`config.mk`:
```
export PLATFORM = sky130hd
export DESIGN_NAME = fir16_sum_tree
export DESIGN_NICKNAME = d
export VERILOG_FILES = /design/src/fir16_pkg.sv /design/src/fir16_sum_tree.sv
export SDC_FILE = /design/constraint.sdc
export NUM_CORES = 1
export LEC_CHECK = 0
export ABC_CLOCK_PERIOD_IN_PS = 4900
export BUFFER_PORTS_ARGS = -buffer_cell sky130_fd_sc_hd__buf_2
export CAP_MARGIN = 10
export CORE_MARGIN = 2
export CORE_UTILIZATION = 45
export CTS_CLUSTER_DIAMETER = 200
export DETAILED_ROUTE_END_ITERATION = 8
export PLACE_DENSITY_LB_ADDON = 0.1
export SLEW_MARGIN = 20
export SYNTH_ARGS = -nofsm -noshare
export SYNTH_HDL_FRONTEND = slang
export SYNTH_SLANG_ARGS = --single-unit
```
`constraint.sdc`:
```
create_clock -name clk_i -period 4.9 [get_ports clk_i]
set_input_delay 0.98 -clock clk_i [delete_from_list [all_inputs] [get_ports clk_i]]
set_output_delay 0.98 -clock clk_i [all_outputs]
set_load 0.01 [all_outputs]
```
`src/fir16_pkg.sv`:
```
`timescale 1ns / 1ps
// ----------------------------------------------------------------------------
// fir16_pkg: shared types and constants of the int16 fir filter
// widths, register codes and the control groups that pass between modules
// ----------------------------------------------------------------------------
package fir16_pkg;

  // filter geometry
  localparam int TAPS       = 16;
  localparam int COEF_WIDTH = 16;
  localparam int FRAC_BITS  = COEF_WIDTH - 2;

  // sample and arithmetic widths
  localparam int SAMPLE_W = 16;
  localparam int PROD_W   = SAMPLE_W + COEF_WIDTH;
  localparam int GRP_SIZE = 4;
  localparam int NUM_GRP  = (TAPS + GRP_SIZE - 1) / GRP_SIZE;
  localparam int GRP_W    = PROD_W + $clog2(GRP_SIZE);
  localparam int ACC_W    = PROD_W + $clog2(TAPS);

  // configuration port
  localparam int CFG_IDX_W  = 3;
  localparam int CFG_DATA_W = 64;
  localparam int TCNT_W     = 5;
  localparam int NUM_BANKS  = 4;
  localparam int COEF_SLOT  = 16;
  localparam int BANK_W     = CFG_DATA_W;

  typedef enum logic [CFG_IDX_W-1:0] {
    REG_TAP_COUNT = 3'd0,
    REG_COEF_0    = 3'd1,
    REG_COEF_1    = 3'd2,
    REG_COEF_2    = 3'd3,
    REG_COEF_3    = 3'd4
  } cfg_reg_e;

  // per-cell control for one accepted beat
  typedef struct packed {
    logic shift;   // a beat is accepted: move history and capture product
    logic clear;   // batch start: history feeding this cell reads as zero
    logic use_tap; // this coefficient is within the tap count
  } cell_ctrl_t;

  // load enables of the summation stages
  typedef struct packed {
    logic ld_grp;
    logic ld_tot;
  } sum_ctrl_t;

endpackage

```
`src/fir16_sum_tree.sv`:
```
`timescale 1ns / 1ps
// ----------------------------------------------------------------------------
// fir16_sum_tree: two-stage registered adder tree
// sums the tap products in groups of four, then sums the groups
// ----------------------------------------------------------------------------
module fir16_sum_tree (
  input  logic                                    clk_i,
  input  fir16_pkg::sum_ctrl_t                    ctrl_i,
  input  logic signed [fir16_pkg::PROD_W-1:0]     prod_i [fir16_pkg::TAPS],
  output logic signed [fir16_pkg::ACC_W-1:0]      sum_o
);

  logic signed [fir16_pkg::GRP_W-1:0] grp_d [fir16_pkg::NUM_GRP];
  logic signed [fir16_pkg::GRP_W-1:0] grp_q [fir16_pkg::NUM_GRP];
  logic signed [fir16_pkg::ACC_W-1:0] tot_d, tot_q;

  // group sums
  always_comb begin
    for (int g = 0; g < fir16_pkg::NUM_GRP; g++) begin
      grp_d[g] = '0;
      for (int k = 0; k < fir16_pkg::GRP_SIZE; k++) begin
        if (g * fir16_pkg::GRP_SIZE + k < fir16_pkg::TAPS) begin
          grp_d[g] = grp_d[g]
                   + fir16_pkg::GRP_W'(prod_i[g * fir16_pkg::GRP_SIZE + k]);
        end
      end
    end
  end

  always_ff @(posedge clk_i) begin
    if (ctrl_i.ld_grp) begin
      grp_q <= grp_d;
    end
  end

  // total over the groups
  always_comb begin
    tot_d = '0;
    for (int g = 0; g < fir16_pkg::NUM_GRP; g++) begin
      tot_d = tot_d + fir16_pkg::ACC_W'(grp_q[g]);
    end
  end

  always_ff @(posedge clk_i) begin
    if (ctrl_i.ld_tot) begin
      tot_q <= tot_d;
    end
  end

  assign sum_o = tot_q;

endmodule

```
==> results of run 1 <==
worst register-to-register path, stage by stage (launching register included):
cell and delay [ns]:
edfxtp_1 0.47, fa_1 0.53, fa_1 0.51, ha_1 0.18
inv_1 0.06, fa_1 0.46, nor2b_1 0.20, o211ai_1 0.11
a21boi_1 0.30, o21ai_0 0.27, a21oi_1 0.64, o21ai_0 0.17
a211oi_1 0.40
stage by stage:
step / util / instances
4_1_cts: 0.533 / 3857
2_1_floorplan: - / 2623
6_report: 0.533 / 3859
3_3_place_gp: 0.523 / 3826
3_5_place_dp: 0.523 / 3826
5_1_grt: 0.533 / 3859
cell type report:
cell class / instances / area [µm²]
Tap cell: 688 / 861
Fill cell: 5011 / 24600
Sequential cell: 172 / 5160
Clock inverter: 14 / 96.3
Multi-Input combinational cell: 1593 / 15700
Antenna cell: 2 / 5.00
Inverter: 806 / 3030
Timing Repair Buffer: 567 / 2890
Clock buffer: 17 / 425
sequential cells by signal, summed over array words and instances, names as in the netlist:
register and count:
sum_o 36, grp_q 136
logic make-up after synthesis:
group	Yosys count	share of synthesized area
xor+xnor	138	0.0501
compound gates	529	0.151
buf+inv	858	0.136
simple gates	426	0.0877
flops	172	0.214
fa+ha+maj	496	0.359
mux	4	0.00171
metal layers:
metal,global-route usage,wire length [µm],share of wire
met5,0,0,0
met4,0.0428,885,0.013
met3,0.0359,3270,0.049
met2,0.449,34200,0.51
met1,0.320,28800,0.43
cell usage after synthesis (4+ instances only):
| cell | n |
|---|---|
| o211ai_1 | 15 |
| o211a_1 | 6 |
| ha_1 | 167 |
| or3_1 | 13 |
| nand2b_1 | 11 |
| nand4_1 | 32 |
| and2_1 | 14 |
| a311oi_1 | 4 |
| and3_1 | 20 |
| and4_1 | 5 |
| nor2_1 | 107 |
| o21bai_1 | 23 |
| nor3_1 | 29 |
| a211oi_2 | 5 |
| xnor2_1 | 81 |
| a41oi_1 | 4 |
| o31ai_1 | 4 |
| a21o_1 | 88 |
| clkbuf_1 | 34 |
| nor4_1 | 6 |
| nor3b_1 | 4 |
| buf_2 | 9 |
| a31oi_1 | 27 |
| o221ai_1 | 5 |
| a211oi_1 | 21 |
| nand3_1 | 40 |
| o21a_1 | 13 |
| a211o_1 | 5 |
| o21ai_0 | 71 |
| xor2_1 | 57 |
| nand4b_1 | 4 |
| fa_1 | 329 |
| a21oi_2 | 4 |
| inv_1 | 806 |
| a21oi_1 | 156 |
| o21ai_1 | 15 |
| nor2b_1 | 11 |
| o22ai_1 | 9 |
| nand2_1 | 109 |
| edfxtp_1 | 172 |
| nor4b_1 | 4 |
cell usage in the layout (no fill, tap or decap), types with 6 or more instances in the layout:
| cell type | netlist | layout |
|---|---|---|
| a31oi_1 | 27 | 27 |
| o22ai_1 | 9 | 9 |
| a211oi_1 | 21 | 21 |
| a21oi_1 | 156 | 156 |
| a21o_1 | 88 | 88 |
| and3_1 | 20 | 20 |
| o211ai_1 | 15 | 15 |
| fa_1 | 329 | 329 |
| clkbuf_16 | 0 | 17 |
| o211a_1 | 6 | 6 |
| ha_1 | 167 | 167 |
| nand2_1 | 109 | 109 |
| or3_1 | 13 | 13 |
| xor2_1 | 57 | 57 |
| o21ai_1 | 15 | 15 |
| nor2b_1 | 11 | 11 |
| buf_4 | 1 | 17 |
| nor3_1 | 29 | 29 |
| nand2b_1 | 11 | 11 |
| edfxtp_1 | 172 | 172 |
| nand3_1 | 40 | 40 |
| o21bai_1 | 23 | 23 |
| nand4_1 | 32 | 32 |
| and2_1 | 14 | 14 |
| xnor2_1 | 81 | 81 |
| o21a_1 | 13 | 13 |
| inv_1 | 806 | 806 |
| nor2_1 | 107 | 107 |
| o21ai_0 | 71 | 71 |
| buf_2 | 9 | 549 |
| nor4_1 | 6 | 6 |
final timing paths:
kind          endpoint  slack, ns  depth (start not counted)
max reg2reg  sum_o[33]       0.37                         12
min reg2reg   sum_o[0]       0.70                          1
max          sum_o[33]       0.37                         12
min           sum_o[0]       0.70                          1
==> impl_metrics.env, run 1 <==
export IMPL_outcome="finished clean"
export IMPL_path_clk_slew_ns=0.07
export IMPL_startpoint="grp_q[1]"
export IMPL_fin_setup_tns_ns=0
export IMPL_min_delay_start="grp_q[102]"
export IMPL_relSlewSlack=0.401
export IMPL_critPathSlowestCell="a21oi_1"
export IMPL_grt_pass1_vias=20500
export IMPL_dr_first_iter_drc_count=1124
export IMPL_required_ns=5.12
export IMPL_core_rowCount=84
export IMPL_initial_utilization=0.457
export IMPL_critPathMostFrequentCell="fa_1"
export IMPL_hpwl_mm=59.5
export IMPL_path_class="flop to flop"
export IMPL_drive_gt1_frac=0.203
export IMPL_routed_wl_mm=67.2
export IMPL_die_w_um=236
export IMPL_report_final_slew_viol_count=0
export IMPL_insertion_delay_ns=0.46
export IMPL_design_area_um2=28100
export IMPL_cts_resized=0
export IMPL_cp_top_family="compound AO/OA/AOI/OAI gates"
export IMPL_hold_class="flop to flop"
export IMPL_die_area_um2=55500
export IMPL_place_area_um2=27600
export IMPL_dr_pass1_iters=7
export IMPL_wl_per_cell_um=17.4
export IMPL_clock_path_buffers=2
export IMPL_vias_per_cell=5.08
export IMPL_critPathArrivalTime_ns=4.75
export IMPL_synth_edf_count=172
export IMPL_end_kind="flop"
export IMPL_postSynthAreaPerCell_um2=9.20
export IMPL_ys_types=100
export IMPL_ys_top_cells_by_area="fa_1 27%, edfxtp_1 21%, inv_1 13%"
export IMPL_grt_max_degree=69
export IMPL_cpPeakStageDelay_ns=0.64
export IMPL_drv_cap=0
export IMPL_ys_warnings_count=0
export IMPL_synth_seq_cells=172
export IMPL_synth_top_area_frac=0.273
export IMPL_die_h_um=236
export IMPL_crit_path_max_fanout=6
export IMPL_yosysSeqAreaShare=0.214
export IMPL_syn2layout_area_growth_pct=16.6
export IMPL_rsz0062_at_grt="false"
export IMPL_antenna_found_initial=2
export IMPL_whs_ns=0.696
export IMPL_synth_async_sr_flop_share=0
export IMPL_grt_use_total=0.249
export IMPL_htree_levels=4
export IMPL_final_antenna_net_count=0
export IMPL_grt_pass1_wl_mm=107
export IMPL_finalCritPeriodShare=0.924
export IMPL_critical_path_cell_chain="fa_1 -> fa_1 -> ha_1 -> inv_1 -> fa_1 -> nor2b_1 -> o211ai_1 -> a21boi_1 -> o21ai_0 -> a21oi_1 -> o21ai_0 -> a211oi_1"
export IMPL_skew_ns=0.00950
export IMPL_r2r_start="grp_q[1]"
export IMPL_post_place_ws_ns=0.110
export IMPL_postCtsSetupBuffers=0
export IMPL_final_min_clock_period_ns=4.53
export IMPL_core_area_um2=52800
export IMPL_finalSetupViolCount=0
export IMPL_setup_slack_ns=0.370
export IMPL_path_buf_inv=1
export IMPL_cts_sinks=172
export IMPL_numPortBuffers=550
export IMPL_ioPinCount=551
export IMPL_syn_inst=2623
export IMPL_cts_tree="yes"
export IMPL_gp_congestion=0.921
export IMPL_cts_buffers=17
export IMPL_finalHoldViolCount=0
export IMPL_drc_errors=0
export IMPL_worst_pin_slew_ns=0.898
export IMPL_clockRootBuffer="clkbuf_16"
export IMPL_fin_nets=4168
export IMPL_syn_nets=3634
export IMPL_postCtsHoldBufs=0
export IMPL_synth_ff_type="edfxtp_1"
export IMPL_dr_total_vias=19600
export IMPL_start_kind="flop"
export IMPL_netlist_area_um2=24100
export IMPL_grt_overflow=0
export IMPL_synth_area_leader_cell="fa_1"
export IMPL_fmax_ghz=0.221
Power of run 1 is not shown: default switching activity piles up to over one toggle a cycle in this logic, so the estimate is an artifact.
==> inputs of run 2 (changes only) <==
ABC_CLOCK_PERIOD_IN_PS = 5000   (was 4900)
clock period = 5 ns   (was 4.9 ns; I/O delays follow)
==> impl_metrics.env, run 2 (synthesis results as in run 1) <==
export IMPL_cts_buffers=17
export IMPL_report_final_slew_viol_count=0
export IMPL_largest_reg_flops=136
export IMPL_end_kind="flop"
export IMPL_die_area_um2=55500
export IMPL_cts_sinks=172
export IMPL_regArea_um2=5160
export IMPL_cts_tree="yes"
export IMPL_vias_per_cell=5.08
export IMPL_insertion_delay_ns=0.47
export IMPL_outcome="complete, but fails checks"
export IMPL_gp_congestion=0.928
export IMPL_hpwl_mm=59.3
export IMPL_critical_path_cell_chain="buf_2 -> inv_1 -> fa_1 -> inv_1 -> fa_1 -> ha_1 -> fa_1 -> a21oi_1 -> nor2_1 -> nor4b_1 -> nor3_1 -> o2111ai_1 -> a41oi_1 -> xor2_1"
export IMPL_die_w_um=236
export IMPL_cts_resized=0
export IMPL_final_antenna_net_count=0
export IMPL_drv_cap=0
export IMPL_finalSetupViolCount=0
export IMPL_worst_pin_slew_ns=0.921
export IMPL_grt_pass1_wl_mm=108
export IMPL_die_h_um=236
export IMPL_fmax_ghz=0.224
export IMPL_routed_wl_mm=67.2
export IMPL_dr_first_iter_drc_count=1193
export IMPL_grt_max_degree=86
export IMPL_core_area_um2=52800
export IMPL_core_rowCount=84
export IMPL_final_min_clock_period_ns=4.46
export IMPL_placedCellCount=3821
export IMPL_wl_met1_mm=28.8
export IMPL_clockRootBuffer="clkbuf_16"
export IMPL_worstSetupPathDepth=14
export IMPL_start_kind="input pin"
export IMPL_grt_use_total=0.250
export IMPL_path_buf_inv=3
export IMPL_finalCritPeriodShare=0.891
export IMPL_postCtsSetupBuffers=0
export IMPL_whs_ns=0.714
export IMPL_hold_class="flop to flop"
export IMPL_holdPathStages=1
export IMPL_nFillCells=4990
export IMPL_critPathMostFrequentCell="fa_1"
export IMPL_grt_overflow=0
export IMPL_regMostFlops="grp_q"
export IMPL_relSlewSlack=0.386
export IMPL_critPathArrivalTime_ns=4.67
export IMPL_route_met2_wl_mm=33.7
export IMPL_antenna_found_initial=3
export IMPL_drc_errors=2
export IMPL_maxUsedRoutingLayer="met4"
export IMPL_skew_ns=0.0101
export IMPL_finalHoldViolCount=0
export IMPL_violations="design-rule violations"
export IMPL_fin_nets=4163
export IMPL_multi_input_area_um2=15700
export IMPL_rsz0062_at_grt="false"
export IMPL_critPathSlowestCell="fa_1"
export IMPL_fin_setup_tns_ns=0
export IMPL_numPortBuffers=550
export IMPL_dr_total_vias=19600
export IMPL_path_clk_slew_ns=0.07
export IMPL_cp_top_family="adder cells"
export IMPL_htree_levels=4
export IMPL_initial_utilization=0.457
export IMPL_ioPinCount=551
export IMPL_route_met3_wl_mm=3.25
export IMPL_drive_gt1_frac=0.202
export IMPL_worstRegToRegCells=12
export IMPL_wl_per_cell_um=17.4
export IMPL_stdcell_count=3857
export IMPL_layout_common_cells="806 x inv_1, 549 x buf_2, 329 x fa_1"
export IMPL_clock_path_buffers=2
export IMPL_final_common_cell="inv_1"
export IMPL_required_ns=5.21
export IMPL_cpPeakStageDelay_ns=0.53
export IMPL_dr_pass1_iters=7
export IMPL_path_class="input pin to flop"
export IMPL_crit_path_max_fanout=3
export IMPL_syn2layout_area_growth_pct=16.8
export IMPL_grt_pass1_vias=20700
export IMPL_postCtsHoldBufs=0
## run 2: cell count changes in the layout (fill, tap and decap cells not counted), sizes merged
cell | before | now
diode | 2 | 4
clkinv | 9 | 6
clkbuf | 17 | 18
buf | 567 | 562
bufinv | 0 | 3
## run 2: cell type report
class / count / share of cell area
multi-input combinational: 1593 / 0.556
sequential: 172 / 0.183
inverter: 806 / 0.107
timing repair buffer: 562 / 0.101
tap: 688 / 0.0305
clock buffer: 18 / 0.0152
clock inverter: 14 / 0.00595
antenna: 4 / 0.000355
## run 2: per-layer routing
| metal | global-route usage | up-vias |
|---|---|---|
| li1 | - | 9442 |
| met2 | 0.446 | 575 |
| met3 | 0.0339 | 69 |
| met4 | 0.0571 | 0 |
| met5 | 0 | - |
| met1 | 0.323 | 9508 |
## run 2: path summary, 6_finish.rpt
kind / from / endpoint / slack, ns
worst min-delay path: grp_q[102] / sum_o[0] / 0.71
worst max register to register: grp_q[1] / sum_o[33] / 0.74
worst min register to register: grp_q[102] / sum_o[0] / 0.71
worst max-delay path: prod_i[257] / grp_q[97] / 0.54
## run 2: metrics by stage
stage	area [µm²]	setup WS, ns	utilization
4_1_cts	28200	0.563	0.534
3_5_place_dp	27600	0.0480	0.523
6_report	28200	0.543	0.534
5_1_grt	28200	0.331	0.534
3_3_place_gp	27600	0.0919	0.523
2_1_floorplan	24100	0.748	-
## run 2: worst register-to-register path, cell delays in order (launching register included)
cell and delay [ns]:
edfxtp_1 0.47, fa_1 0.52, fa_1 0.49, ha_1 0.18
inv_1 0.07, fa_1 0.46, nor2b_1 0.20, o211ai_1 0.10
a21boi_1 0.28, o21ai_0 0.25, a21oi_1 0.42, o21ai_0 0.14
a211oi_1 0.42
Power of run 2 is left out for the same reason.
