==> src/fir16_pkg.sv <==
`timescale 1ns / 1ps
// ----------------------------------------------------------------------------
// fir16_pkg: shared types and constants of the int16 fir filter
// widths, register codes and the control groups that pass between modules
// ----------------------------------------------------------------------------
package fir16_pkg;

  // filter geometry
  localparam int TAPS       = 16;
  localparam int COEF_WIDTH = 16;
  localparam int FRAC_BITS  = COEF_WIDTH - 2;

  // sample and arithmetic widths
  localparam int SAMPLE_W = 16;
  localparam int PROD_W   = SAMPLE_W + COEF_WIDTH;
  localparam int GRP_SIZE = 4;
  localparam int NUM_GRP  = (TAPS + GRP_SIZE - 1) / GRP_SIZE;
  localparam int GRP_W    = PROD_W + $clog2(GRP_SIZE);
  localparam int ACC_W    = PROD_W + $clog2(TAPS);

  // configuration port
  localparam int CFG_IDX_W  = 3;
  localparam int CFG_DATA_W = 64;
  localparam int TCNT_W     = 5;
  localparam int NUM_BANKS  = 4;
  localparam int COEF_SLOT  = 16;
  localparam int BANK_W     = CFG_DATA_W;

  typedef enum logic [CFG_IDX_W-1:0] {
    REG_TAP_COUNT = 3'd0,
    REG_COEF_0    = 3'd1,
    REG_COEF_1    = 3'd2,
    REG_COEF_2    = 3'd3,
    REG_COEF_3    = 3'd4
  } cfg_reg_e;

  // per-cell control for one accepted beat
  typedef struct packed {
    logic shift;   // a beat is accepted: move history and capture product
    logic clear;   // batch start: history feeding this cell reads as zero
    logic use_tap; // this coefficient is within the tap count
  } cell_ctrl_t;

  // load enables of the summation stages
  typedef struct packed {
    logic ld_grp;
    logic ld_tot;
  } sum_ctrl_t;

endpackage

==> src/fir16_tap_cell.sv <==
`timescale 1ns / 1ps
// ----------------------------------------------------------------------------
// fir16_tap_cell: one tap of the filter chain
// holds one past sample, hands it to the next cell, registers coef * sample
// ----------------------------------------------------------------------------
module fir16_tap_cell (
  input  logic                                      clk_i,
  input  logic                                      rst_ni,
  input  fir16_pkg::cell_ctrl_t                     ctrl_i,
  input  logic signed [fir16_pkg::SAMPLE_W-1:0]     smp_i,
  input  logic signed [fir16_pkg::COEF_WIDTH-1:0]   coef_i,
  output logic signed [fir16_pkg::SAMPLE_W-1:0]     smp_o,
  output logic signed [fir16_pkg::PROD_W-1:0]       prod_o
);

  logic signed [fir16_pkg::SAMPLE_W-1:0] tap;
  logic signed [fir16_pkg::SAMPLE_W-1:0] hist_q;
  logic signed [fir16_pkg::PROD_W-1:0]   prod_d, prod_q;

  // sample seen by this tap, zero at a batch start
  assign tap = ctrl_i.clear ? '0 : smp_i;

  always_comb begin
    if (ctrl_i.use_tap) begin
      prod_d = coef_i * tap;
    end else begin
      prod_d = '0;
    end
  end

  // history element
  always_ff @(posedge clk_i or negedge rst_ni) begin
    if (!rst_ni) begin
      hist_q <= '0;
    end else if (ctrl_i.shift) begin
      hist_q <= tap;
    end
  end

  // product register
  always_ff @(posedge clk_i) begin
    if (ctrl_i.shift) begin
      prod_q <= prod_d;
    end
  end

  assign smp_o  = hist_q;
  assign prod_o = prod_q;

endmodule

==> config.mk <==
export PLATFORM = sky130hd
export DESIGN_NAME = fir16_tap_cell
export DESIGN_NICKNAME = d
export VERILOG_FILES = /design/src/fir16_pkg.sv /design/src/fir16_tap_cell.sv
export SDC_FILE = /design/constraint.sdc
export NUM_CORES = 1
export LEC_CHECK = 0
export ABC_AREA = 1
export ABC_CLOCK_PERIOD_IN_PS = 800
export BUFFER_PORTS_ARGS = -buffer_cell sky130_fd_sc_hd__buf_2
export CORE_MARGIN = 2
export CORE_UTILIZATION = 60
export CTS_CLUSTER_SIZE = 14
export DETAILED_ROUTE_END_ITERATION = 10
export GPL_ROUTABILITY_DRIVEN = 0
export PLACE_DENSITY_LB_ADDON = 0.12
export SETUP_SLACK_MARGIN = 0.02
export SYNTH_ARGS = -nofsm -noshare
export SYNTH_HDL_FRONTEND = slang
export SYNTH_SLANG_ARGS = --single-unit
==> constraint.sdc <==
create_clock -name clk_i -period 0.8 [get_ports clk_i]
set_input_delay 0.04 -clock clk_i [delete_from_list [all_inputs] [get_ports clk_i]]
set_output_delay 0.04 -clock clk_i [all_outputs]
set_load 0.02 [all_outputs]
==> metrics.cfg, run 1 <==
[run_status]
status=finished with violations
violations=setup timing

[sta]
worstMarginPinSlew_ns=0.435
setup-tns-final_ns=-134.52
post-route-period-util=7.13
max_freq_ghz=0.175
rsz0062_at_grt=yes
relSlewSlack=0.710
drv_slew=0
clock_skew_ns=0
finalSetupViolations=88
hold_violations=0
fin_ws_ns=-4.91
period_minus_slack_ns=5.71

[drt]
firstDrtPassIters=7
drc=0
wire_per_inst_um=22.3
totalWireLength_um=46400
drt_iter0_markers=1331
antenna_left=0
viasPerCell=5.87
dr_total_vias=12200

[power]
clkPwrFrac=0.033
p_int_mw=35.4
pwr-share-seq=0.058
switching_share=0.541
pwr_density_cell_mw_per_mm2=4570
combPwrFrac=0.909
finalPower_mw=77.1
vdd.ir_drop.worst_uv=8410
p_leak_nw=8.67
switchingPower_mw=41.7

[synth]
syn_avg_cell_area_sq_um=8.03
synth_area_sq_mm=0.0120
synth_cell_types=26
ys_warn_count=0
syn_inst=1498
synth.ff_latch_count=48
syn_nets=1879
synth_seq_area_share=0.113

[cells_and_area]
postLayoutCellArea_sq_mm=0.0169
drive_above_1_share=0.346
nets=2188
area_growth_pct=40.2
utilization=0.861
ff_latch_area_sq_mm=0.00136
multi_input_area_sq_mm=0.0106
fillers=950

[place]
place_worst_setup_slack_ns=-4.80
dpl_cell_area_sq_mm=0.0147
dpl.hpwl_um=29900
port_buffers=84

[setup_path]
cp_slowest_cell=fa_1
r2r_end=smp_o[11]
cpMostUsedCell=fa_1
crit_type=input port to register
slowest_delay_ns=0.56
crit_path_max_fanout=6
rr_startpoint=smp_o[11]
worstSetupEndpointType=register
r2r_slack_ns=-0.01
start_kind=input port
arrival_ns=5.77
crit_required_ns=0.86
worstSetupStartpoint=ctrl_i[1]
reg2reg_depth=3

[die]
fp.dieW_um=146
die_y_um=146
core_area_sq_mm=0.0196
io_pins=85
start_util=0.614
die-area_sq_mm=0.0212
rows=51

[clock_network]
cts_tree=done
cts_sinks=48
clockBufferDepth=2
ctsHtreeMaxLevel=2
cts.clk_slew.worst_paths_ns=0.07
insertion_delay_ns=0.30
cts_root_buffer=clkbuf_16
numCtsBuffers=5

[min_path]
hold_start=ctrl_i[2]
hp-class=input port to register
min_to=prod_o[1]
worstHoldPathCells=1

[grt]
grt-ovfl-total=0
track_usage=0.363
antenna_found_initial=5
grt_max_degree=33
grt_pass1_vias=11800
grt_pass1_wl_um=60200

[flow_run]
maxCapViolCount=0

## per-stage QoR
| stage | cells | hold slack (ns) |
|---|---|---|
| final | 2076 | 0.0468 |
| after global routing | 2073 | 0.0388 |
| after CTS | 2037 | 0.0231 |
| after detailed placement | 2002 | -0.0319 |
| after global placement | 2002 | -0.0369 |
| after floorplan | 1498 | -0.256 |
## layout make-up
| cell class | instances | share of cell area |
|---|---|---|
| diodes | 3 | 0.000445 |
| clock buffers | 5 | 0.00742 |
| clock inverters | 3 | 0.00252 |
| inverters | 395 | 0.0896 |
| multi-input cells | 1023 | 0.629 |
| flip-flops and latches | 48 | 0.0807 |
| well taps | 265 | 0.0197 |
| repair buffers | 334 | 0.170 |
## cells in the mapped netlist
| cell type | count | share of area |
|---|---|---|
| clkinv_1 | 5 | 0.0016 |
| nand3_1 | 24 | 0.010 |
| o21ai_0 | 25 | 0.010 |
| a31oi_1 | 1 | 0.00052 |
| nor2_2 | 3 | 0.0016 |
| nor3b_2 | 1 | 0.0010 |
| inv_1 | 390 | 0.12 |
| nand4_1 | 7 | 0.0036 |
| fa_1 | 262 | 0.44 |
| a21oi_1 | 35 | 0.015 |
| buf_1 | 2 | 0.00062 |
| nand2_2 | 1 | 0.00052 |
| clkbuf_1 | 30 | 0.0094 |
| nand3b_1 | 3 | 0.0019 |
| nor2_1 | 209 | 0.065 |
| dfrtp_1 | 16 | 0.033 |
| edfxtp_1 | 32 | 0.080 |
| ha_1 | 82 | 0.085 |
| xor2_1 | 1 | 0.00073 |
| and2_1 | 5 | 0.0026 |
| o21bai_1 | 7 | 0.0044 |
| buf_2 | 1 | 0.00042 |
| xnor2_1 | 2 | 0.0015 |
| nor3_1 | 8 | 0.0033 |
| o21a_1 | 7 | 0.0044 |
| nand2_1 | 339 | 0.11 |
## state kept, by name, summed over array words and instances, names as in the netlist
register	count
smp_o	16
prod_o	32
## layer usage
metal	part of all wire	routed length (um)	up-vias	GRT usage
li1	-	-	4979	-
met1	0.33	15200	5825	0.464
met2	0.46	21300	973	0.617
met3	0.12	5630	400	0.0665
met4	0.091	4210	4	0.148
met5	0.00065	30	-	0
## worst max-delay path: cells and delay by family
family | cells | cell delay (ns)
buffers and inverters | 11 | 1.23
AND/OR/NAND/NOR | 11 | 1.13
adder cells (fa/ha/maj) | 7 | 3.33
## how the worst max path moves through the flow
stage / slack [ns] / cells past startpoint / end
global placement: -4.75 / 23 / prod_o[31]
CTS: -4.41 / 24 / prod_o[29]
finish: -4.91 / 29 / prod_o[24]
global route: -4.95 / 29 / prod_o[24]
floorplan: -4.24 / 21 / prod_o[29]
detailed placement: -4.80 / 23 / prod_o[31]
## cell usage in the layout, fill, tap and decap left out, types with 4 or more instances in the layout
| cell | count |
|---|---|
| nand2_8 | 10 |
| inv_4 | 5 |
| o21bai_1 | 5 |
| o21ai_2 | 8 |
| a21oi_2 | 10 |
| nor2_4 | 30 |
| buf_4 | 195 |
| edfxtp_1 | 32 |
| nor3_2 | 4 |
| buf_6 | 81 |
| o21ai_0 | 7 |
| nand4_1 | 7 |
| nand3_2 | 8 |
| dfrtp_1 | 16 |
| nand2_4 | 25 |
| fa_1 | 245 |
| nand2_1 | 275 |
| buf_2 | 43 |
| ha_1 | 36 |
| clkinv_1 | 4 |
| clkbuf_16 | 5 |
| inv_1 | 334 |
| nand2_2 | 31 |
| ha_4 | 43 |
| nor2_1 | 158 |
| a21oi_1 | 20 |
| o21a_1 | 7 |
| nand3_1 | 14 |
| fa_2 | 17 |
| buf_12 | 10 |
| a21oi_4 | 5 |
| nor2_2 | 24 |
| o21ai_1 | 10 |
| inv_2 | 49 |
## power groups by stage
stage | Combinational [mW] | Sequential, mW | Clock, mW
3_3_place_gp | 50.7 | 4.36 | 0
6_report | 70.1 | 4.49 | 2.52
2_1_floorplan | 33.1 | 5.34 | 0
3_5_place_dp | 51.2 | 4.34 | 0
5_1_grt | 74.5 | 4.55 | 2.62
4_1_cts | 61.4 | 4.39 | 2.49
## cells by family after synthesis
| kind of cell | Yosys count | synth area share |
|---|---|---|
| flip-flops | 48 | 0.113 |
| adder cells (fa/ha/maj) | 344 | 0.521 |
| XOR/XNOR | 3 | 0.00218 |
| AND/OR/NAND/NOR | 600 | 0.196 |
| buffers and inverters | 428 | 0.134 |
| AO/OA/AOI/OAI | 75 | 0.0342 |
## timing repair
| item | in CTS | in global routing |
|---|---|---|
| endpoints found under the hold margin | 16 | 0 |
| pin swaps | 38 | 86 |
| resized for setup | 231 | 182 |
| buffers inserted | 24 | 36 |
| cloned | 2 | 0 |
| hold buffers | 1 | 0 |
| endpoints found under the setup margin | 84 | 92 |
No activity file was read; power rests on OpenSTA's default activity.
==> inputs of run 2 (changes only) <==
--- a/config.mk
+++ b/config.mk
@@ -5,7 +5,6 @@
 export SDC_FILE = /design/constraint.sdc
 export NUM_CORES = 1
 export LEC_CHECK = 0
-export ABC_AREA = 1
 export ABC_CLOCK_PERIOD_IN_PS = 800
 export BUFFER_PORTS_ARGS = -buffer_cell sky130_fd_sc_hd__buf_2
 export CORE_MARGIN = 2
==> run 2 against run 1 <==
Compared with the run above: the run still ends with setup timing left; global-route usage fell by 2.9 points; synthesized cell count down 18%; critical path depth is 4 lower; count of clock-buffer cells in the layout unchanged; sequential power increased by 3%; final cell count shrank 12%; sequential cell count stayed put; clock skew unchanged; wire length down 13%; non-clock buffer count up 28; register-to-register slack worse by 0.12 ns; area after synthesis fell by 1.7%; largest power group unchanged.
==> metrics.cfg, run 2 <==
[run_status]
status=finished with violations
violations=setup timing

[power]
pwr_density_cell_mw_per_mm2=4340
switchingPower_mw=35.7
p_int_mw=36.2
combPwrFrac=0.900
p_leak_nw=8.11
switching_share=0.496
vdd.ir_drop.worst_uv=7490
clkPwrFrac=0.036
pwr-share-seq=0.064

[synth]
synth.ff_latch_count=48
yosys_most_used_dff=edfxtp_1
syn_nets=1610
synth_async_sr_flop_share=0.333
yosys.area.top_type_share=0.444
syn_avg_cell_area_sq_um=9.62
synth_seq_area_share=0.115
synth_most_common_cell=inv_1
synth_area_sq_mm=0.0118
yosysTopAreaCell=fa_1
synth_edf_count=32
synth_cell_types=53
ys_warn_count=0
synthTopCellsByArea=fa_1 44%, inv_1 9.1%, ha_1 8.7%
syn_inst=1229
ys_top_cells_by_count=288 x inv_1, 262 x fa_1, 148 x nand2_1

[die]
io_pins=85
start_util=0.609
die_y_um=144
rows=51
core_area_sq_mm=0.0194
fp.dieW_um=144
die-area_sq_mm=0.0208

[drt]
drc=0
firstDrtPassIters=5
wire_per_inst_um=22.1
totalWireLength_um=40200
viasPerCell=5.83
dr_total_vias=10600
drt_iter0_markers=646
antenna_left=0

[grt]
grt_pass1_vias=10900
grt-ovfl-total=0
antenna_found_initial=3
grt_pass1_wl_um=52700
grt_max_degree=28
track_usage=0.334

[place]
port_buffers=84
dpl.hpwl_um=26600
placed_cells=1746

[sta]
setup-tns-final_ns=-132.11
hold_violations=0
period_minus_slack_ns=5.79
post-route-period-util=7.24
timing.hold.ws_ns=0.219
worstMarginPinSlew_ns=0.492
drv_slew=0
relSlewSlack=0.672
finalSetupViolations=85
max_freq_ghz=0.173
clock_skew_ns=0
rsz0062_at_grt=yes
fin_ws_ns=-4.99

[flow_run]
maxCapViolCount=0

[setup_path]
worstSetupEndpointType=register
cpMostUsedCell=fa_1
cp_slowest_cell=fa_1
crit_type=input port to register
crit_path_max_fanout=6
arrival_ns=5.86
slowest_delay_ns=0.58
start_kind=input port
crit_required_ns=0.86

[cells_and_area]
drive_above_1_share=0.404
post_layout_nonfiller_instances=1819
final_common_cell=inv_1
nets=1931
area_growth_pct=40.0
final_cell_mix=253 x inv_1, 243 x fa_1, 203 x buf_4
utilization=0.853
largest_register_ffs=32

[min_path]
hp-class=input port to async pin

[clock_network]
cts_tree=done
cts_root_buffer=clkbuf_16
cts.clk_slew.worst_paths_ns=0.08
cts_sinks=48
insertion_delay_ns=0.30
ctsHtreeMaxLevel=2
numCtsBuffers=5
clockBufferDepth=2

==> run 2: layer usage <==
layer	vias up	share of wire	GRT usage	wire length, um
met5	-	0.00037	0	15
met4	2	0.086	0.160	3440
met3	265	0.067	0.0371	2700
met2	648	0.53	0.630	21100
met1	5361	0.32	0.375	12900
li1	4320	-	-	-
==> run 2: stage by stage <==
| step | instance area [sq um] | setup WS (ns) | total power [mW] |
|---|---|---|---|
| 2_1_floorplan | 12400 | -4.84 | 35.1 |
| 3_3_place_gp | 14500 | -5.29 | 50.7 |
| 3_5_place_dp | 14500 | -5.54 | 52.0 |
| 4_1_cts | 15400 | -4.76 | 57.9 |
| 5_1_grt | 16500 | -5.36 | 75.9 |
| 6_report | 16600 | -4.99 | 71.9 |
==> run 2: critical path: cells and delay by family <==
family,cells,cell delay [ns]
compound gates,3,0.75
xor+xnor,1,0.18
fa+ha+maj,7,2.89
buf+inv,10,1.28
simple gates,4,0.70
==> run 2: layout make-up <==
cell class / count / area (sq um)
Multi-Input combinational cell: 844 / 10400
Sequential cell: 48 / 1380
Tap cell: 265 / 332
Timing Repair Buffer: 362 / 3180
Inverter: 289 / 1080
Antenna cell: 3 / 7.51
Clock inverter: 3 / 46.3
Clock buffer: 5 / 125
Fill cell: 945 / 2850
==> run 2: cell families (layout without fill, tap and decap cells) <==
family	after synthesis	in the layout	synth area share
other	0	3	0
XOR/XNOR	21	21	0.0156
adder cells (fa/ha/maj)	344	344	0.531
flip-flops	48	48	0.115
multiplexers	25	25	0.0228
AO/OA/AOI/OAI	85	85	0.0514
AND/OR/NAND/NOR	369	369	0.157
buffers and inverters	337	659	0.108
==> run 2: what timing repair did <==
item,in CTS,in global routing
pin swaps,42,112
setup buffers,25,41
hold endpoints to repair,16,0
gates cloned,1,0
resized for setup,134,218
endpoints found under the setup margin,95,95
hold buffers,1,0
==> run 2: worst paths after layout <==
check | cells past startpoint | from | slack (ns) | to
max in group asynchronous | 2 | rst_ni | 0.21 | smp_o[8]
worst max register to register | 2 | smp_o[3] | -0.13 | smp_o[3]
min in group clk_i | 4 | smp_i[9] | 0.22 | smp_o[9]
worst min-delay path | 2 | rst_ni | 0.22 | smp_o[11]
worst min register to register | 1 | smp_o[14] | 0.53 | smp_o[14]
worst max-delay path | 25 | ctrl_i[1] | -4.99 | prod_o[19]
==> run 2: power groups by stage <==
stage               Combinational, mW  Clock (mW)  Sequential, mW
floorplan                        29.7           0            5.43
global placement                 46.2           0            4.47
detailed placement               47.5           0            4.45
CTS                              50.9        2.51            4.49
global route                     68.6        2.64            4.65
finish                           64.7        2.59            4.61
