File: src/fir16_pkg.sv
`timescale 1ns / 1ps
// ----------------------------------------------------------------------------
// fir16_pkg: shared types and constants of the int16 fir filter
// widths, register codes and the control groups that pass between modules
// ----------------------------------------------------------------------------
package fir16_pkg;

  // filter geometry
  localparam int TAPS       = 16;
  localparam int COEF_WIDTH = 16;
  localparam int FRAC_BITS  = COEF_WIDTH - 2;

  // sample and arithmetic widths
  localparam int SAMPLE_W = 16;
  localparam int PROD_W   = SAMPLE_W + COEF_WIDTH;
  localparam int GRP_SIZE = 4;
  localparam int NUM_GRP  = (TAPS + GRP_SIZE - 1) / GRP_SIZE;
  localparam int GRP_W    = PROD_W + $clog2(GRP_SIZE);
  localparam int ACC_W    = PROD_W + $clog2(TAPS);

  // configuration port
  localparam int CFG_IDX_W  = 3;
  localparam int CFG_DATA_W = 64;
  localparam int TCNT_W     = 5;
  localparam int NUM_BANKS  = 4;
  localparam int COEF_SLOT  = 16;
  localparam int BANK_W     = CFG_DATA_W;

  typedef enum logic [CFG_IDX_W-1:0] {
    REG_TAP_COUNT = 3'd0,
    REG_COEF_0    = 3'd1,
    REG_COEF_1    = 3'd2,
    REG_COEF_2    = 3'd3,
    REG_COEF_3    = 3'd4
  } cfg_reg_e;

  // per-cell control for one accepted beat
  typedef struct packed {
    logic shift;   // a beat is accepted: move history and capture product
    logic clear;   // batch start: history feeding this cell reads as zero
    logic use_tap; // this coefficient is within the tap count
  } cell_ctrl_t;

  // load enables of the summation stages
  typedef struct packed {
    logic ld_grp;
    logic ld_tot;
  } sum_ctrl_t;

endpackage

File: src/fir16_round_sat.sv
`timescale 1ns / 1ps
// ----------------------------------------------------------------------------
// fir16_round_sat: output scaling stage
// rounds the sum half away from zero, saturates to int16, registers the beat
// ----------------------------------------------------------------------------
module fir16_round_sat (
  input  logic                                    clk_i,
  input  logic                                    load_i,
  input  logic signed [fir16_pkg::ACC_W-1:0]      acc_i,
  output logic signed [fir16_pkg::SAMPLE_W-1:0]   sample_o,
  output logic                                    clipped_o
);

  localparam int RND_W = fir16_pkg::ACC_W + 1;
  localparam int Q_W   = RND_W - fir16_pkg::FRAC_BITS;
  localparam logic [RND_W-1:0] HALF = RND_W'(1) << (fir16_pkg::FRAC_BITS - 1);
  localparam logic [Q_W-1:0] POS_MAX = Q_W'((1 << (fir16_pkg::SAMPLE_W - 1)) - 1);
  localparam logic [Q_W-1:0] NEG_MAG = Q_W'(1 << (fir16_pkg::SAMPLE_W - 1));
  localparam logic [fir16_pkg::SAMPLE_W-1:0] SAT_POS = {1'b0, {(fir16_pkg::SAMPLE_W-1){1'b1}}};
  localparam logic [fir16_pkg::SAMPLE_W-1:0] SAT_NEG = {1'b1, {(fir16_pkg::SAMPLE_W-1){1'b0}}};

  logic                              neg;
  logic [fir16_pkg::ACC_W-1:0]       mag;
  logic [RND_W-1:0]                  rnd;
  logic [Q_W-1:0]                    q;
  logic [fir16_pkg::SAMPLE_W-1:0]    sample_d, sample_q;
  logic                              clip_d, clip_q;

  // magnitude, round, scale
  assign neg = acc_i[fir16_pkg::ACC_W-1];
  assign mag = neg ? (fir16_pkg::ACC_W'(0) - fir16_pkg::ACC_W'(acc_i))
                   : fir16_pkg::ACC_W'(acc_i);
  assign rnd = {1'b0, mag} + HALF;
  assign q   = rnd[RND_W-1:fir16_pkg::FRAC_BITS];

  // saturate to int16
  always_comb begin
    clip_d   = 1'b0;
    sample_d = q[fir16_pkg::SAMPLE_W-1:0];
    if (neg) begin
      if (q > NEG_MAG) begin
        clip_d   = 1'b1;
        sample_d = SAT_NEG;
      end else begin
        sample_d = fir16_pkg::SAMPLE_W'(0) - q[fir16_pkg::SAMPLE_W-1:0];
      end
    end else if (q > POS_MAX) begin
      clip_d   = 1'b1;
      sample_d = SAT_POS;
    end
  end

  // output beat register
  always_ff @(posedge clk_i) begin
    if (load_i) begin
      sample_q <= sample_d;
      clip_q   <= clip_d;
    end
  end

  assign sample_o  = sample_q;
  assign clipped_o = clip_q;

endmodule

File: config.mk
export PLATFORM = sky130hd
export DESIGN_NAME = fir16_round_sat
export DESIGN_NICKNAME = d
export VERILOG_FILES = /design/src/fir16_pkg.sv /design/src/fir16_round_sat.sv
export SDC_FILE = /design/constraint.sdc
export NUM_CORES = 1
export LEC_CHECK = 0
export BUFFER_PORTS_ARGS = -buffer_cell sky130_fd_sc_hd__buf_2
export CORE_MARGIN = 10
export CORE_UTILIZATION = 25
export DETAILED_ROUTE_END_ITERATION = 10
export GPL_TIMING_DRIVEN = 0
export PLACE_DENSITY = 0.43
export REMOVE_ABC_BUFFERS = 1
export SLEW_MARGIN = 30
export SYNTH_ARGS = -nofsm -noshare
export SYNTH_HDL_FRONTEND = slang
export SYNTH_SLANG_ARGS = --single-unit
File: constraint.sdc
create_clock -name clk_i -period 15.3 [get_ports clk_i]
set_input_delay 1.53 -clock clk_i [delete_from_list [all_inputs] [get_ports clk_i]]
set_output_delay 1.53 -clock clk_i [all_outputs]
set_load 0.1 [all_outputs]
==> impl_results.md, run 1 <==
* Ant. Diodes at 0
* Die span in y at about 130 um
* Critical path type: primary input to register
* Req. time, crit path at about 15000 ps
* GRT Residual Overflow at 0
* Via count at 3209
* CTS tree: yes
* Drt wl/cell at around 17 um
* First drt pass iteration count at 5
* Antenna violations before repair at 0
* Area Growth Syn to Fin at 14.3%
* Root Buffer: clkbuf_16
* Yosys cell types at between 70 and 80
* Clk pin slew, worst setup/hold paths at approximately 50 ps
* Met3 usage at 0.0143
* Final setup viols at 0
* Met2 GRT Util at 0.181
* Most frequent cell after synthesis: nor2_1
* Mean Syn Cell Area at 7.44 um^2
* # hold bufs at CTS at 0
* Switch share at 0.434
* Antenna Nets Post-Route at 0
* Worst IR Drop VDD at approximately 32 uV
* Residual DRC at 0
* Slew Limit Headroom at 0.412
* Max Cap Viol at 0
* Critical path peak fanout at 12
* Pleak at roughly 1.2 nW
* CTS sink cnt at 17
* Htree depth at 1
* WL final at between 9 and 10 mm
* Unrepaired setup endpoints after global routing: no
* Final net count at approximately 470
* Commonest register cell after synthesis: edfxtp_1
* Vias in the first global route at 3013
* All-layer global routing usage at 0.108
* Fin. Hold Viols at 0
* Worst path slowest cell: nor4_2
* Initial DRC Count at 250
* Synth cell count leaders: nor2_1, nand2_1, clkbuf_1
* Clock network power share at 0.239
* Met1 Usage GRT at 0.145
* Sequential Power Share at 0.268
* Post-CTS Repair Setup Buffers at 0
* CP endpoint kind: register
* Post-Synthesis Cell Area at 0.00301 mm^2
* Internal cell power at roughly 120 uW
* Seq/Total Area, Yosys at 0.170
* Synth Register Bits at 17
* Io pins at 55
* Final cycle utilization of the critical path at 0.464
* Clk buf depth at 2
* Yosys top cell by area: edfxtp_1
* Grt peak-use layer: met2
* Full die area at 0.0168 mm^2
* Final Non-Filler Cells at ~580
* Worst setup path startpoint: acc_i[11]
* Proportion of layout cells with a drive suffix above 1 at 0.192
* Die Width at roughly 130 um
* Synth Instances at 404
* Post-synth top area share at 0.170
* Slew Viols, Final at 0
* Gpl congestion at between 0.8 and 0.9
* Async SR Flop Fraction at 0
* Worst Min Path Start: load_i
* First-pass GRT wire length at 15.3 mm
* Hold Crit Class: primary input to register
* FMAX at ~140 MHz
* Fill cell count at approximately 1300
* CP arrival at 7090 ps
* Status: completed
* Number of synthesized flops with an enable pin at 17
* Standard-cell row count at 39
* Fin crit period at between 7000 and 8000 ps
* Combinational Power Share at 0.494
* Crit path buf inv count at 1
* Largest net degree at the start of global routing at 61
* CP cell instances: buf_2, or4_1, or4_1, o21ai_0, xnor2_1, ha_1, nand2_1, nor4_1, a22oi_1, o2bb2ai_2, nor4_2, a21boi_0, o21ai_0, xor2_1, nand4_1, o221a_1
* Placed Cells incl. Taps at approximately 570
* Pwr dens at just over 60 mW/mm^2
* Worst-Margin Slew at a little under 900 ps
* Input/output buffers at 54
* Post-DP HPWL at between 7 and 8 mm
* Initial Utilization at 0.259
* Post-CTS Resized at 0
* Total CTS buffers at 3
* Crit start category: primary input
* Hold WS at ~1700 ps
* Setup_tns at 0 ps
* Vias/cell at 5.58
* Yosys warns at 0
* Max incr delay on CP at 830 ps
* Crit path max-delay family: simple AND/OR/NAND/NOR gates
* Largest cells by area after synthesis: edfxtp_1, xnor2_1, nor2_1, xor2_1, nand2_1
* Core outline area at approximately 0.012 mm^2
* Net Sw Power at around 93 uW
## sequential cells by signal (all words and copies together), names as in the netlist
name,flops
sample_o,16
clipped_o,1
## path summary, 6_finish.rpt
path	to	slack, ps	cells past startpoint
max	sample_o[11]	8200	16
min	sample_o[2]	1720	1
## metal layers
layer,part of all wire,up-vias
li1,-,1626
met1,0.48,1500
met2,0.46,75
met3,0.049,8
met4,0.0078,0
met5,0,-
## power by group through the flow
stage	Combinational [mW]	Sequential (mW)	Clock (mW)
floorplan	0.0459	0.0890	0
global placement	0.105	0.0580	0
detailed placement	0.105	0.0581	0
CTS	0.106	0.0572	0.0521
global route	0.115	0.0575	0.0543
finish	0.105	0.0571	0.0510
## layout make-up
cell class,instances,area (um^2),share of cell area
clock buffers,4,78.8,0.0229
inverters,15,56.3,0.0164
multi-input cells,340,2330,0.678
flip-flops and latches,17,510,0.149
well taps,143,179,0.0521
repair buffers,56,283,0.0823
## kinds of logic (layout without fill, tap and decap cells)
family,Yosys count,after routing,synth area share
adder cells (fa/ha/maj),3,3,0.0125
AO/OA/AOI/OAI,106,106,0.275
flip-flops,17,17,0.170
XOR/XNOR,32,32,0.0932
AND/OR/NAND/NOR,190,190,0.356
multiplexers,9,9,0.0304
buffers and inverters,47,75,0.0637
## placed cells by master, fill, tap and decap left out, drive strengths merged, types with 7 or more instances in the layout
cell type | Yosys | layout
xnor2 | 18 | 18
a31oi | 7 | 7
o21ai | 19 | 19
edfxtp | 17 | 17
or4 | 11 | 11
nor2 | 33 | 33
nand4 | 8 | 8
nor4 | 15 | 15
a21oi | 8 | 8
mux2i | 8 | 8
buf | 10 | 56
nand3 | 20 | 20
nand2 | 32 | 32
xor2 | 14 | 14
and3 | 9 | 9
nor3 | 20 | 20
inv | 15 | 15
or3 | 14 | 14
## through the flow
| step | power (mW) | util | worst slack (ps) | instance area (um^2) |
|---|---|---|---|---|
| global route | 0.226 | 0.296 | 7790 | 3440 |
| floorplan | 0.135 | - | 8980 | 2870 |
| detailed placement | 0.163 | 0.289 | 7810 | 3350 |
| global placement | 0.163 | 0.286 | 7490 | 3320 |
| finish | 0.214 | 0.296 | 8200 | 3440 |
| CTS | 0.215 | 0.295 | 8050 | 3430 |
(Power assumes the default switching activity.)
==> inputs of run 2 (changes only) <==
ABC_AREA = 1   (was default)
clock period = 6.67 ns   (was 15.3 ns; I/O delays follow)
==> impl_results.md, run 2 <==
* Worst-Margin Slew at between 500 and 600 ps
* Post-Synthesis Cell Area at about 0.0032 mm^2
* Initial DRC Count at roughly 170
* Synth Register Bits at 17
* Placed Cells incl. Taps at 819
* FMAX at between 200 and 300 MHz
* Initial Utilization at 0.256
* Post-synth top area share at 0.255
* Most frequent cells in the layout: nand2_1, inv_1, nor2_1
* Final cycle utilization of the critical path at 0.541
* CP cell instances: buf_2, nor2_2, nand2_1, nor2_4, nand2_1, nand3_1, nand2_2, ha_1, or2_2, nand2_1, ha_1, nand2_1, nor2_1, nand3_1, nor2_2, nand3_2, nor2_2, nand2_2, nand3_2, nand2_1
* Mean Syn Cell Area at between 5 and 6 um^2
* Critical path peak fanout at 7
* Most frequent cell after synthesis: nand2_1
* Io pins at 55
* Hold Crit Class: primary input to register
* Final net count at between 600 and 700
* Standard-cell row count at 41
* Antenna Nets Post-Route at 0
* Crit start category: primary input
* Largest cells by area after synthesis: nand2_1, edfxtp_1, nand3_1, inv_1, nor2_1
* Gpl congestion at 0.828
* Clk pin slew, worst setup/hold paths at roughly 50 ps
* Seq/Total Area, Yosys at 0.157
* Ant. Diodes at 0
* Req. time, crit path at 6650 ps
* All-layer global routing usage at 0.111
* Hold Path End: sample_o[3]
* Root Buffer: clkbuf_16
* CTS tree: yes
* Fin. Hold Viols at 0
* Status: completed
* Yosys top cell by area: nand2_1
* Final setup viols at 0
* Post-CTS Repair Setup Buffers at 0
* WL final at 9.96 mm
* Antenna violations before repair at 0
* Full die area at 0.0180 mm^2
* Via count at roughly 3600
* Drt wl/cell at roughly 12 um
* Die span in y at between 100 and 150 um
* Setup_tns at 0 ps
* CTS sink cnt at 17
* Slew Limit Headroom at 0.608
* Vias/cell at 4.37
* CP arrival at about 3600 ps
* First drt pass iteration count at 4
* Core outline area at between 0.01 and 0.015 mm^2
* Number of synthesized flops with an enable pin at 17
* Largest register FFs at 16
* Hold WS at 860 ps
* Post-CTS Resized at 0
* GRT Residual Overflow at 0
* Commonest register cell after synthesis: edfxtp_1
* Proportion of layout cells with a drive suffix above 1 at 0.181
* Yosys cell types at 35
* Max Cap Viol at 0
* Area Growth Syn to Fin at 16.0%
* Pwr dens at ~130 mW/mm^2
* Worst Min Path Start: load_i
* Largest net degree at the start of global routing at between 50 and 60
* Post-DP HPWL at 8.77 mm
* Input/output buffers at 54
* Clk buf depth at 2
* Die Width at roughly 130 um
* Max incr delay on CP at ~300 ps
* Async SR Flop Fraction at 0
* Pleak at ~1.9 nW
* Final Non-Filler Cells at around 820
* CP endpoint kind: register
* Worst path slowest cell: or2_2
* Yosys warns at 0
* Vias in the first global route at around 3600
* Synth Instances at between 600 and 700
* Hold path depth at 1
* First-pass GRT wire length at around 17 mm
* Residual DRC at 0
* Critical path type: primary input to register
* Crit-path most repeated cell: nand2_1
* Unrepaired setup endpoints after global routing: no
* Synth cell count leaders: nand2_1, inv_1, nor2_1
* Worst IR Drop VDD at around 76 uV
* Fin crit period at 3610 ps
* Total CTS buffers at 3
* # hold bufs at CTS at 0
* Most common cell after layout, fill and taps aside: nand2_1
* Htree depth at 1
* Slew Viols, Final at 0
==> run 2: cell types whose count changed after synthesis, moves of 12 or more <==
cell      change
or3_1        -14
clkbuf_1     -20
nand2_2      +18
inv_1        +66
nor2_1       +46
xnor2_1      -17
nand2_1     +189
nor2_2       +15
nor3_1       -13
nor4_1       -12
nand3_1      +46
==> run 2: cell families after synthesis <==
kind of cell,after synthesis,synth area share
xor gates and xnor gates,9,0.0266
DFF,17,0.157
adders and majority gates,3,0.0116
buffers and inverters,94,0.114
and+or+nand+nor,452,0.649
AOI/OAI and AO/OA,26,0.0424
==> run 2: area by class of cell <==
cell class	instances	area (um^2)
Timing Repair Buffer	54	273
Sequential cell	17	510
Fill cell	1465	8900
Inverter	86	323
Multi-Input combinational cell	490	2370
Tap cell	172	215
Clock buffer	4	78.8
==> run 2: worst max-delay path by stage <==
| stage | from | end | slack (ps) | cells after the start |
|---|---|---|---|---|
| after floorplan | acc_i[12] | clipped_o | 3430 | 19 |
| after global placement | acc_i[35] | clipped_o | 2610 | 17 |
| after detailed placement | acc_i[35] | clipped_o | 2550 | 17 |
| after CTS | acc_i[35] | clipped_o | 2800 | 17 |
| after global routing | acc_i[6] | clipped_o | 2680 | 20 |
| final | acc_i[11] | clipped_o | 3060 | 20 |
==> run 2: through the flow <==
step / cell area (um^2) / utilization / worst slack, ps / power [mW]
after CTS: 3770 / 0.297 / 2800 / 0.503
after floorplan: 3200 / - / 3430 / 0.324
after detailed placement: 3690 / 0.291 / 2550 / 0.387
final: 3770 / 0.298 / 3060 / 0.498
after global routing: 3770 / 0.298 / 2680 / 0.535
after global placement: 3690 / 0.291 / 2610 / 0.385
==> run 2: power by group <==
part           switching [mW]  internal [mW]  leakage (nW)
Clock                  0.0347         0.0808        0.0382
Sequential            0.00194          0.130         0.167
Combinational           0.192         0.0580          1.67
==> run 2: worst max-delay path, delay by kind of cell <==
family | cells | cell delay (ps)
buffers and inverters | 1 | 110
AND/OR/NAND/NOR | 17 | 2350
adder cells (fa/ha/maj) | 2 | 460
==> run 2: layer usage <==
layer,part of all wire,routed length (um),global-route usage,vias to the layer above
met5,0,0,0,-
met4,0.0088,88,0.0272,0
met3,0.046,457,0.0179,6
met2,0.45,4530,0.188,64
met1,0.49,4880,0.143,1529
li1,-,-,-,1998
==> inputs of run 3 (changes only) <==
clock period = 3.65 ns   (was 6.67 ns; I/O delays follow)
==> impl_results.md, run 3 (synthesized netlist as in run 2, its figures left out) <==
* CP cell instances: buf_2, nor2_2, nand2_1, nor2_4, nand2_1, nand3_1, nand2_2, ha_1, or2_2, nand2_1, ha_1, nand2_1, nor2_1, nand3_2, nor2_4, nand3_2, nor2_2, nand2_2, nand3_2, nand2_1
* Standard-cell row count at 41
* Root Buffer: clkbuf_16
* Final net count at 693
* Clk pin slew, worst setup/hold paths at roughly 50 ps
* CTS sink cnt at 17
* Slew Viols, Final at 0
* Worst path slowest cell: or2_2
* Gpl congestion at about 0.83
* Unrepaired setup endpoints after global routing: no
* Most frequent cells in the layout: nand2_1, inv_1, nor2_1
* CTS tree: yes
* Critical path peak fanout at 7
* Total CTS buffers at 3
* Io pins at 55
* Pwr dens at about 240 mW/mm^2
* All-layer global routing usage at 0.111
* Crit path buf inv count at 1
* WL final at between 9 and 10 mm
* Sequential Power Share at 0.265
* Worst IR Drop VDD at roughly 140 uV
* Ant. Diodes at 0
* First-pass GRT wire length at roughly 17 mm
* Setup_tns at 0 ps
* Drt wl/cell at 12.1 um
* CP endpoint kind: register
* Via count at about 3600
* GRT Residual Overflow at 0
* Final setup viols at 0
* Max Cap Viol at 0
* Worst-Margin Slew at a little under 600 ps
* Htree depth at 1
* Clk buf depth at 2
* Proportion of layout cells with a drive suffix above 1 at 0.183
* FMAX at 306 MHz
* Fin area at 0.00378 mm^2
* Crit path max-delay family: simple AND/OR/NAND/NOR gates
* Initial DRC Count at between 150 and 200
* Residual DRC at 0
* Core outline area at 0.0127 mm^2
* First drt pass iteration count at 4
* Slew Limit Headroom at 0.613
* Vias/cell at around 4.4
* Input/output buffers at between 50 and 60
* Largest register FFs at 16
* Fin. Hold Viols at 0
* Clock network power share at 0.232
* Final cycle utilization of the critical path at 0.895
* Net Sw Power at approximately 420 uW
* Largest net degree at the start of global routing at 56
* Max incr delay on CP at around 300 ps
* Crit start category: primary input
* Die span in y at approximately 130 um
* Hold WS at 558 ps
* Req. time, crit path at approximately 3600 ps
* Post-DP HPWL at a little under 9 mm
* Hold Crit Class: primary input to register
* Post-CTS Repair Setup Buffers at 0
* Combinational Power Share at 0.503
* Vias in the first global route at 3611
* Status: completed
* Crit-path most repeated cell: nand2_1
* Full die area at 0.0180 mm^2
* CP arrival at roughly 3300 ps
* Initial Utilization at 0.256
* Pleak at ~1.9 nW
* Fin crit period at roughly 3300 ps
* Most common cell after layout, fill and taps aside: nand2_1
* Critical path type: primary input to register
* Internal cell power at 492 uW
* Area post-placement at 0.00369 mm^2
* Antenna violations before repair at 0
* Antenna Nets Post-Route at 0
* Die Width at approximately 130 um
* Area Growth Syn to Fin at 16.3%
* Switch share at 0.460
==> run 3: power groups by stage <==
stage | clock [mW] | combinational [mW] | sequential, mW
4_1_cts | 0.215 | 0.462 | 0.242
3_3_place_gp | 0 | 0.458 | 0.245
3_5_place_dp | 0 | 0.461 | 0.245
6_report | 0.211 | 0.459 | 0.241
2_1_floorplan | 0 | 0.211 | 0.381
5_1_grt | 0.225 | 0.510 | 0.243
==> run 3: timing repair <==
action	4_1_cts	5_1_grt
setup endpoints to repair	0	3
hold buffers	0	0
resized for setup	0	2
==> run 3: final timing paths <==
check | endpoint | cells past startpoint | from | slack [ps]
max | clipped_o | 20 | acc_i[11] | 380
min | sample_o[3] | 1 | load_i | 560
==> run 3: area by class of cell <==
| cell class | count | area, um^2 |
|---|---|---|
| tap | 172 | 215 |
| fill | 1466 | 8890 |
| inverter | 86 | 323 |
| clock buffer | 4 | 78.8 |
| sequential | 17 | 510 |
| multi-input combinational | 490 | 2380 |
| timing repair buffer | 54 | 273 |
==> run 3: routing by layer <==
layer,part of all wire,track usage
met2,0.45,0.188
met3,0.044,0.0179
met4,0.015,0.0272
met1,0.49,0.143
met5,0,0
==> run 3: stage by stage <==
step | total power, mW | instances | utilization | worst slack (ps)
6_report | 0.911 | 823 | 0.298 | 384
4_1_cts | 0.918 | 823 | 0.297 | 83.1
2_1_floorplan | 0.592 | 593 | - | 708
5_1_grt | 0.979 | 823 | 0.298 | 28.2
3_5_place_dp | 0.706 | 819 | 0.291 | -167
3_3_place_gp | 0.703 | 819 | 0.291 | -109
